--- src/rtl/core/dbpq_pkg.sv ---
// Shared types, constants and helpers for the deduplicating priority queue.
`timescale 1ns / 1ps

package dbpq_pkg;

    localparam int QUEUE_DEPTH = 64;
    localparam int IDX_W       = (QUEUE_DEPTH > 1) ? $clog2(QUEUE_DEPTH) : 1;
    localparam int CNT_W       = $clog2(QUEUE_DEPTH + 1);
    localparam int CAP_W       = 7;
    localparam int CMP_W       = (CNT_W > CAP_W) ? CNT_W : CAP_W;

    localparam int HASH_W      = 64;
    localparam int FREQ_W      = 32;
    localparam int DROP_W      = 32;
    localparam int OCC_W       = 7;
    localparam int IN_DATA_W   = 104;
    localparam int OUT_DATA_W  = 144;

    localparam logic [CAP_W-1:0] CAP_RESET = 7'd64;

    // request codes; the high bit alone means shutdown
    localparam logic [1:0] REQ_ENQ = 2'd0;
    localparam logic [1:0] REQ_DEQ = 2'd1;

    localparam logic [2:0] ST_ENQ      = 3'd0;
    localparam logic [2:0] ST_EVICT    = 3'd1;
    localparam logic [2:0] ST_SHUT     = 3'd2;
    localparam logic [2:0] ST_DUP      = 3'd3;
    localparam logic [2:0] ST_FULL     = 3'd4;
    localparam logic [2:0] ST_DEQ      = 3'd5;
    localparam logic [2:0] ST_EMPTY    = 3'd6;
    localparam logic [2:0] ST_SHUT_ACK = 3'd7;

    typedef struct packed {
        logic [HASH_W-1:0] hash;
        logic              warmup;
        logic [FREQ_W-1:0] freq;
    } t_entry;

    typedef enum logic [1:0] {
        OP_HOLD,
        OP_INSERT,
        OP_SHIFT
    } t_cell_op;

    typedef struct packed {
        logic     cmp;
        t_cell_op op;
        t_entry   item;
    } t_cell_ctl;

    // true when a outranks b: warmup first, then higher frequency
    function automatic logic higher(t_entry a, t_entry b);
        return (a.warmup && !b.warmup) || ((a.warmup == b.warmup) && (a.freq > b.freq));
    endfunction

endpackage

--- src/rtl/core/dbpq_cell.sv ---
// One slot of the sorted queue: holds an entry, compares it, shifts with neighbors.
`timescale 1ns / 1ps

module dbpq_cell (
    input  logic               i_clk,
    input  logic               i_rst_n,
    input  dbpq_pkg::t_cell_ctl i_ctl,
    input  logic               i_live,
    input  logic               i_keep_prev,
    input  dbpq_pkg::t_entry   i_left,
    input  dbpq_pkg::t_entry   i_right,
    output dbpq_pkg::t_entry   o_entry,
    output logic               o_keep,
    output logic               o_match,
    output logic               o_beats
);

    dbpq_pkg::t_entry r_entry;
    logic             r_ahead;

    always_ff @(posedge i_clk) begin
        if (!i_rst_n) begin
            r_ahead <= 1'b0;
        end else if (i_ctl.cmp) begin
            r_ahead <= i_live && dbpq_pkg::higher(r_entry, i_ctl.item);
        end
    end

    always_ff @(posedge i_clk) begin
        case (i_ctl.op)
            dbpq_pkg::OP_INSERT: begin
                // cells ahead of the new item keep; the first one behind takes it
                if (!r_ahead) begin
                    r_entry <= i_keep_prev ? i_ctl.item : i_left;
                end
            end
            dbpq_pkg::OP_SHIFT: begin
                r_entry <= i_right;
            end
            default: begin
            end
        endcase
    end

    assign o_entry = r_entry;
    assign o_keep  = r_ahead;
    assign o_match = i_live && (r_entry.hash == i_ctl.item.hash);
    assign o_beats = dbpq_pkg::higher(i_ctl.item, r_entry);

endmodule

--- config.mk ---
export PLATFORM = sky130hd
export DESIGN_NAME = dbpq_cell
export DESIGN_NICKNAME = d
export VERILOG_FILES = /design/src/rtl/core/dbpq_pkg.sv /design/src/rtl/core/dbpq_cell.sv
export SDC_FILE = /design/constraint.sdc
export NUM_CORES = 1
export LEC_CHECK = 0
export BUFFER_PORTS_ARGS = -buffer_cell sky130_fd_sc_hd__buf_4
export CORE_AREA = 4 4 151 153
export DETAILED_ROUTE_END_ITERATION = 10
export DIE_AREA = 0 0 155 157
export GPL_TIMING_DRIVEN = 1
export PLACE_DENSITY_LB_ADDON = 0.15
export SLEW_MARGIN = 5
export SYNTH_ARGS = -nofsm -noshare
export SYNTH_HDL_FRONTEND = slang
export SYNTH_SLANG_ARGS = --single-unit
--- constraint.sdc ---
create_clock -name i_clk -period 4.9 [get_ports i_clk]
set_input_delay 0.49 -clock i_clk [delete_from_list [all_inputs] [get_ports i_clk]]
set_output_delay 0.49 -clock i_clk [all_outputs]
set_load 0.02 [all_outputs]
# == Word level (Yosys, flattened, before mapping) ==
# Index checks and enable logic that the tools add are counted.
# totals
regBits,98
# classes
n_lt_le_gt_ge,2
eq_ne,6
n_mux,3
reduce_logical,12
# ops
op,count
97-bit 2-to-1 mux,2
97-bit one-hot mux with 2 select lines,1
64-bit == test,1
32-bit > comparator,2
1-bit logical AND,6
1-bit == test,2
2-bit by 1-bit == test with 1-bit output (second input constant),1
2-bit == test (second input constant),1
1-bit logical NOT,2
1-bit logical OR,2
2-bit inequality test (second input constant),1
2-bit AND reduction,1
2-bit nonzero test,1

# == Logic depth before layout (Yosys ltp) ==
# Gate-level depths: netlist (run 1).
# depth
depth_word,4
mapped_depth,8

# == Worst setup path before layout (run 1) ==
# No wires, ideal clock.
# synth_path
path_type,in2reg
start,in i_ctl[98] in the netlist's numbering
end,"reg r_entry, in the netlist o_entry[0] (enable)"
arrival_ns,3.326
path_slack_ns,1.120
path_stages,4
path_cell_list,nor2b_1 clkbuf_1 clkbuf_1 a21o_1
# synth_via
elab_chain_cells,3
# synth_rtl
item,line,source
"start, declared",dbpq_cell.sv:7,"input dbpq_pkg::t_cell_ctl i_ctl,"
2-bit by 1-bit == test with 1-bit output or 2-bit == test (tied branches),dbpq_cell.sv:30,case (i_ctl.op)
2-bit inequality test (no line) or 2-bit nonzero test (tied branches),n/a,
2-bit AND reduction (no line) (*),n/a,
"end signal, assigned",dbpq_cell.sv:34,r_entry <= i_keep_prev ? i_ctl.item : i_left;
"end signal, assigned",dbpq_cell.sv:38,r_entry <= i_right;
"end, declared",dbpq_cell.sv:18,dbpq_pkg::t_entry r_entry;
# Mark *: on every way between the ends. The rest lies on a longest branch, timed or not.
# A chain may end at the register's enable or synchronous reset.

# == Worst setup path in the final report (run 1) ==
# layout_path
start,"reg r_entry, in the netlist o_entry[45]"
end,out o_match
# layout_via
elab_chain_cells,2
# layout_rtl
item,line,source
64-bit == test,dbpq_cell.sv:47,assign o_match = i_live && (r_entry.hash == i_ctl.item.hash);
1-bit logical AND,dbpq_cell.sv:47,
"end, declared",dbpq_cell.sv:14,"output logic o_match,"
# Every way passes these cells.

==> flow_summary.json, run 1 <==
{
  "seq_area_frac_synth": 0.450,
  "power_frac_comb": 0.294,
  "rsz0062_at_grt": "false",
  "setup-tns-final_ns": 0,
  "grt_pass1_vias": 6106,
  "critPathArrivalTime_ns": 2.65,
  "startpoint_type": "flip-flop",
  "post_drt_wl_per_cell_um": 19.6,
  "drt_pass1_iterations": 5,
  "final_common_cell": "buf_4",
  "p_total_mw": 2.59,
  "antenna_cells": 0,
  "num_vias": 6222,
  "stdcell_area_um2": 10100,
  "yosysWarnings": 0,
  "slew_viol_final": 0,
  "max_stage_delay_ns": 0.48,
  "nNetsFinal": 1368,
  "p_per_area_nw_per_um2": 256,
  "relSlewSlack": 0.433,
  "place_ws_ns": 1.88,
  "p_int_mw": 1.80,
  "p_leak_nw": 4.71,
  "globalRouteOverflowTotal": 0,
  "post_dp_cell_area_um2": 9790,
  "synth_top_area_cell": "edfxtp_1",
  "final.period_utilization": 0.640,
  "portBuffers": 397,
  "die_x_um": 155,
  "synthTopCellsByArea": "edfxtp_1 45%, mux2i_1 15%, o21ai_0 7.9%",
  "fin_crit_ns": 3.14,
  "cts_buffers": 9,
  "worstPathCellList": "xnor2_1 > nand4_1 > nor4_1 > nand4_1 > or4_1 > nor4_2 > buf_4",
  "peakVddDrop_v": 0.000142,
  "dieArea_um2": 24300,
  "cts_tree": "built",
  "gp_congestion": 0.899,
  "synthToLayoutAreaGrowth_pct": 54.9,
  "antenna_left": 0,
  "insertion_delay_ns": 0.35,
  "cts_root_buffer": "clkbuf_16",
  "rows": 54,
  "finalHoldViolations": 0,
  "cts_hold_buf": 0,
  "drt_wl_total_um": 25800,
  "viasPerCell": 4.71,
  "drt-initial-drc-count": 359,
  "worst_pin_slew_ns": 0.851,
  "grt_use_total": 0.198,
  "skew_ns": 0.00898,
  "syn_nets": 987,
  "post_cts_buffers": 0,
  "initial_core_util": 0.302,
  "ys_seq_elements": 98,
  "power_switching_uw": 785,
  "htreeDepth": 3,
  "grt_pass1_wl_um": 36500,
  "crit_path_frequent_cell": "nand4_1",
  "power_frac_seq": 0.414,
  "n_fill_cell": 2146,
  "end_kind": "output pin",
  "required_ns": 4.41,
  "worstSetupPathType": "flip-flop to output pin",
  "route.detailed.drc": 0,
  "syn_area_um2": 6510,
  "outcome": "finished, final reports clean",
  "drive_gt1_frac": 0.404,
  "syn_area_per_cell_um2": 9.95,
  "layout_common_cells": "400 x buf_4, 103 x nand2_1, 103 x o21ai_0",
  "fin_ws_ns": 1.76,
  "dieHeight_um": 157,
  "synth_cell_types": 39,
  "cts.clk_slew.worst_paths_ns": 0.08,
  "cts_max_path_buffers": 2,
  "drv_cap": 0,
  "syn_inst": 655,
  "crit_fanout": 2,
  "dp_hpwl_um": 20900,
  "cts.sinks": 98,
  "clockPowerShare": 0.292,
  "power.share.switching": 0.304,
  "hold_class": "input port to flip-flop",
  "timing.fmax_ghz": 0.319,
  "setup_viol": 0,
  "slowest_stage": "or4_1",
  "grt_max_degree": 195,
  "core_um2": 21600,
  "ios": 398,
  "antenna_found_initial": 0,
  "synth_top_area_share": 0.447,
  "cts_resized": 0
}
cell usage after synthesis:
| master | count |
|---|---|
| nand2_1 | 103 |
| o21ai_0 | 103 |
| edfxtp_1 | 97 |
| mux2i_1 | 97 |
| inv_1 | 60 |
| ha_1 | 34 |
| clkbuf_1 | 28 |
| xor2_1 | 23 |
| xnor2_1 | 16 |
| nand4_1 | 15 |
| a21oi_1 | 12 |
| o22ai_1 | 10 |
| nor4_1 | 8 |
| a22oi_1 | 5 |
| a221oi_1 | 4 |
| nand3_1 | 4 |
| or4_1 | 4 |
| a211oi_1 | 3 |
| buf_2 | 3 |
| nor2_1 | 3 |
| nor2b_1 | 3 |
| a21o_1 | 2 |
| o2bb2ai_1 | 2 |
| a2111oi_0 | 1 |
| a222oi_1 | 1 |
| a22o_1 | 1 |
| a31o_2 | 1 |
| a41oi_1 | 1 |
| and2_0 | 1 |
| buf_1 | 1 |
| dfxtp_1 | 1 |
| nand3b_1 | 1 |
| nor4_2 | 1 |
| o211ai_1 | 1 |
| o21a_1 | 1 |
| o221ai_1 | 1 |
| o32ai_1 | 1 |
| o41ai_1 | 1 |
| or3_1 | 1 |
area by class of cell:
class                   count  area (um2)  area share
well taps                 280         350      0.0347
clock inverters             6        73.8     0.00731
inverters                  60         225      0.0223
clock buffers              10         229      0.0227
multi-input cells         465        3250       0.322
repair buffers            402        3030       0.301
flip-flops and latches     98        2930       0.291
critical path: cells and delay by family (launching register included):
| family | cells | cell delay (ns) |
|---|---|---|
| DFF | 1 | 0.41 |
| and+or+nand+nor | 5 | 1.45 |
| buffers and inverters | 1 | 0.19 |
| xor gates and xnor gates | 1 | 0.26 |
kinds of logic (layout without fill, tap and decap cells):
| family | count (synthesis) | after routing | synth area share |
|---|---|---|---|
| XOR/XNOR | 39 | 39 | 0.0524 |
| buffers and inverters | 92 | 478 | 0.0536 |
| AND/OR/NAND/NOR | 144 | 144 | 0.0987 |
| multiplexers | 97 | 97 | 0.149 |
| flip-flops | 98 | 98 | 0.450 |
| AO/OA/AOI/OAI | 151 | 151 | 0.131 |
| adder cells (fa/ha/maj) | 34 | 34 | 0.0653 |
power groups by stage:
| stage | Sequential, mW | Clock [mW] | Combinational, mW |
|---|---|---|---|
| 5_1_grt | 1.08 | 0.804 | 0.829 |
| 3_3_place_gp | 1.09 | 0 | 0.770 |
| 2_1_floorplan | 1.18 | 0 | 0.263 |
| 4_1_cts | 1.07 | 0.772 | 0.774 |
| 6_report | 1.07 | 0.755 | 0.761 |
| 3_5_place_dp | 1.09 | 0 | 0.771 |
state kept, by name, summed over array words and instances (netlist names):
signal,cells
o_entry,97
o_keep,1
through the flow:
step	hold slack (ns)	instances	utilization
3_3_place_gp	0.554	1305	0.454
3_5_place_dp	0.541	1305	0.454
5_1_grt	0.396	1321	0.468
2_1_floorplan	0.577	655	-
4_1_cts	0.376	1321	0.468
6_report	0.387	1321	0.468
final timing paths:
path / startpoint / to / slack (ns) / depth (start not counted)
setup reg to reg: o_entry[1] / o_keep / 2.85 / 8
hold / removal: i_rst_n / o_keep / 0.39 / 3
setup / recovery: o_entry[45] / o_match / 1.76 / 7
hold reg to reg: o_keep / o_keep / 0.54 / 2
metal layers:
metal / up-vias / share of wire / wire, um / track usage
li1: 3133 / - / - / -
met1: 2818 / 0.40 / 10400 / 0.242
met2: 244 / 0.50 / 13000 / 0.350
met3: 27 / 0.073 / 1870 / 0.0418
met4: 0 / 0.022 / 565 / 0.0610
met5: - / 0 / 0 / 0
Note: power is estimated with default switching activity, not from simulation.
==> run 2, diff against run 1 <==
Settings changed: ABC_AREA set to 1, CORE_AREA 4 4 151 153 to 4 4 154 156, DIE_AREA 0 0 155 157 to 0 0 158 160.
Clock period 4.9 ns to 3.16 ns, I/O delays scaled along.
==> flow_summary.json, run 2 <==
{
  "outcome": "finished, final reports clean",
  "setup_viol": 0,
  "synth_cell_types": 35,
  "cts_buffers": 9,
  "p_per_area_nw_per_um2": 398,
  "post_drt_wl_per_cell_um": 18.0,
  "core_um2": 22400,
  "antenna_left": 0,
  "p_total_mw": 4.07,
  "final.period_utilization": 0.875,
  "portBuffers": 397,
  "p_leak_nw": 4.95,
  "antenna_found_initial": 0,
  "peakVddDrop_v": 0.000203,
  "seq_area_frac_synth": 0.432,
  "cts_hold_buf": 0,
  "viasPerCell": 4.76,
  "drive_gt1_frac": 0.345,
  "cts_tree": "built",
  "insertion_delay_ns": 0.35,
  "htreeDepth": 3,
  "drt-initial-drc-count": 401,
  "worst_pin_slew_ns": 0.734,
  "fin_ws_ns": 0.394,
  "num_vias": 7262,
  "fin_crit_ns": 2.77,
  "antenna_cells": 0,
  "relSlewSlack": 0.506,
  "dieHeight_um": 160,
  "route.detailed.drc": 0,
  "hold_class": "input port to flip-flop",
  "skew_ns": 0.0106,
  "yosysWarnings": 0,
  "cts.sinks": 98,
  "largest_register_ffs": 97,
  "clockPowerShare": 0.293,
  "globalRouteOverflowTotal": 0,
  "power_frac_comb": 0.299,
  "slew_viol_final": 0,
  "die_x_um": 158,
  "synthTopCellsByArea": "edfxtp_1 43%, nand2_1 10%, nor2_1 9.0%",
  "synth_top_area_share": 0.429,
  "synthFlopType": "edfxtp_1",
  "rows": 55,
  "post_cts_buffers": 0,
  "cts_max_path_buffers": 2,
  "setup-tns-final_ns": 0,
  "p_int_mw": 2.84,
  "grt_pass1_vias": 7078,
  "synth_edf_count": 97,
  "final_common_cell": "buf_4",
  "dieArea_um2": 25300,
  "timing.fmax_ghz": 0.362,
  "gp_congestion": 0.832,
  "syn_area_per_cell_um2": 7.85,
  "synth_top_area_cell": "edfxtp_1",
  "syn_nets": 1197,
  "grt_use_total": 0.205,
  "worstSetupPathType": "flip-flop to output pin",
  "drt_pass1_iterations": 5,
  "cts_resized": 0,
  "drv_cap": 0,
  "startpoint_type": "flip-flop",
  "synthToLayoutAreaGrowth_pct": 50.8,
  "cts.clk_slew.worst_paths_ns": 0.08,
  "yosysMostFrequentCell": "nand2_1",
  "syn_inst": 865,
  "grt_pass1_wl_um": 39700,
  "cts_root_buffer": "clkbuf_16",
  "syn_area_um2": 6790,
  "ys_seq_elements": 98,
  "power.share.switching": 0.302,
  "drt_wl_total_um": 27500,
  "grt_max_degree": 109,
  "power_frac_seq": 0.408,
  "dp_hpwl_um": 22100,
  "critPathArrivalTime_ns": 2.45,
  "place_ws_ns": 0.798,
  "synthArstFlopShare": 0,
  "power_switching_mw": 1.23,
  "nNetsFinal": 1569,
  "initial_core_util": 0.304,
  "layout_common_cells": "401 x buf_4, 188 x nand2_1, 162 x nor2_1",
  "netlist_top_cells_count": "188 x nand2_1, 162 x nor2_1, 97 x edfxtp_1",
  "end_kind": "output pin",
  "finalHoldViolations": 0,
  "required_ns": 2.84,
  "ios": 398,
  "rsz0062_at_grt": "false",
  "crit_fanout": 3
}
-- run 2: cell count changes after synthesis, moves of 6 or more --
cell	before	now
nor2_1	3	162
clkbuf_1	28	15
a21oi_1	12	57
inv_1	60	95
nand2_1	103	188
o21ai_0	103	58
xnor2_1	16	10
buf_6	0	17
a31oi_1	0	56
mux2i_1	97	0
nand4_1	15	7
xor2_1	23	5
-- run 2: cell families after synthesis --
| kind of cell | after synthesis | synth area share |
|---|---|---|
| buffers and inverters | 139 | 0.0971 |
| XOR/XNOR | 15 | 0.0193 |
| AND/OR/NAND/NOR | 375 | 0.215 |
| flip-flops | 98 | 0.432 |
| adder cells (fa/ha/maj) | 34 | 0.0627 |
| AO/OA/AOI/OAI | 204 | 0.174 |
-- run 2: power by group through the flow --
stage	clock network, mW	registers (mW)	logic (mW)
after floorplan	0	1.82	0.461
after global placement	0	1.68	1.23
after detailed placement	0	1.69	1.23
after CTS	1.23	1.66	1.23
after global routing	1.27	1.68	1.34
final	1.19	1.66	1.22
-- run 2: final timing paths --
check                    from     endpoint  slack, ns  cells past startpoint
setup / recovery  o_entry[94]      o_match       0.39                      9
hold / removal        i_rst_n       o_keep       0.19                      3
setup reg to reg       o_keep  o_entry[57]       1.35                      2
hold reg to reg        o_keep       o_keep       0.54                      2
-- run 2: cell type report --
type,instances,area (um2)
tap,285,357
clock inverter,6,82.6
inverter,96,363
clock buffer,9,225
sequential,98,2930
multi-input combinational,628,3210
fill,2294,12100
timing repair buffer,404,3070
-- run 2: routing by layer --
| metal | track usage | routed length, um | up-vias |
|---|---|---|---|
| li1 | - | - | 3670 |
| met2 | 0.347 | 13100 | 266 |
| met5 | 0 | 0 | - |
| met1 | 0.251 | 11300 | 3281 |
| met3 | 0.0523 | 2160 | 45 |
| met4 | 0.0772 | 888 | 0 |
-- run 2: worst max-delay path: stages, from the launching register on --
cell and delay, ns:
edfxtp_1 0.44, nand2_1 0.09, o21ai_0 0.27, nor4_1 0.55, and2_1 0.20, nand2_1 0.05
nor2_1 0.16, nand2_1 0.09, nor2_2 0.10, buf_4 0.15
-- run 2: through the flow --
| step | hold slack [ns] | cells | instance area (um2) | util |
|---|---|---|---|---|
| after floorplan | 0.425 | 865 | 6800 | - |
| after global placement | 0.524 | 1511 | 9930 | 0.444 |
| after detailed placement | 0.531 | 1511 | 9930 | 0.444 |
| after CTS | 0.171 | 1526 | 10200 | 0.458 |
| after global routing | 0.196 | 1526 | 10200 | 0.458 |
| final | 0.190 | 1526 | 10200 | 0.458 |
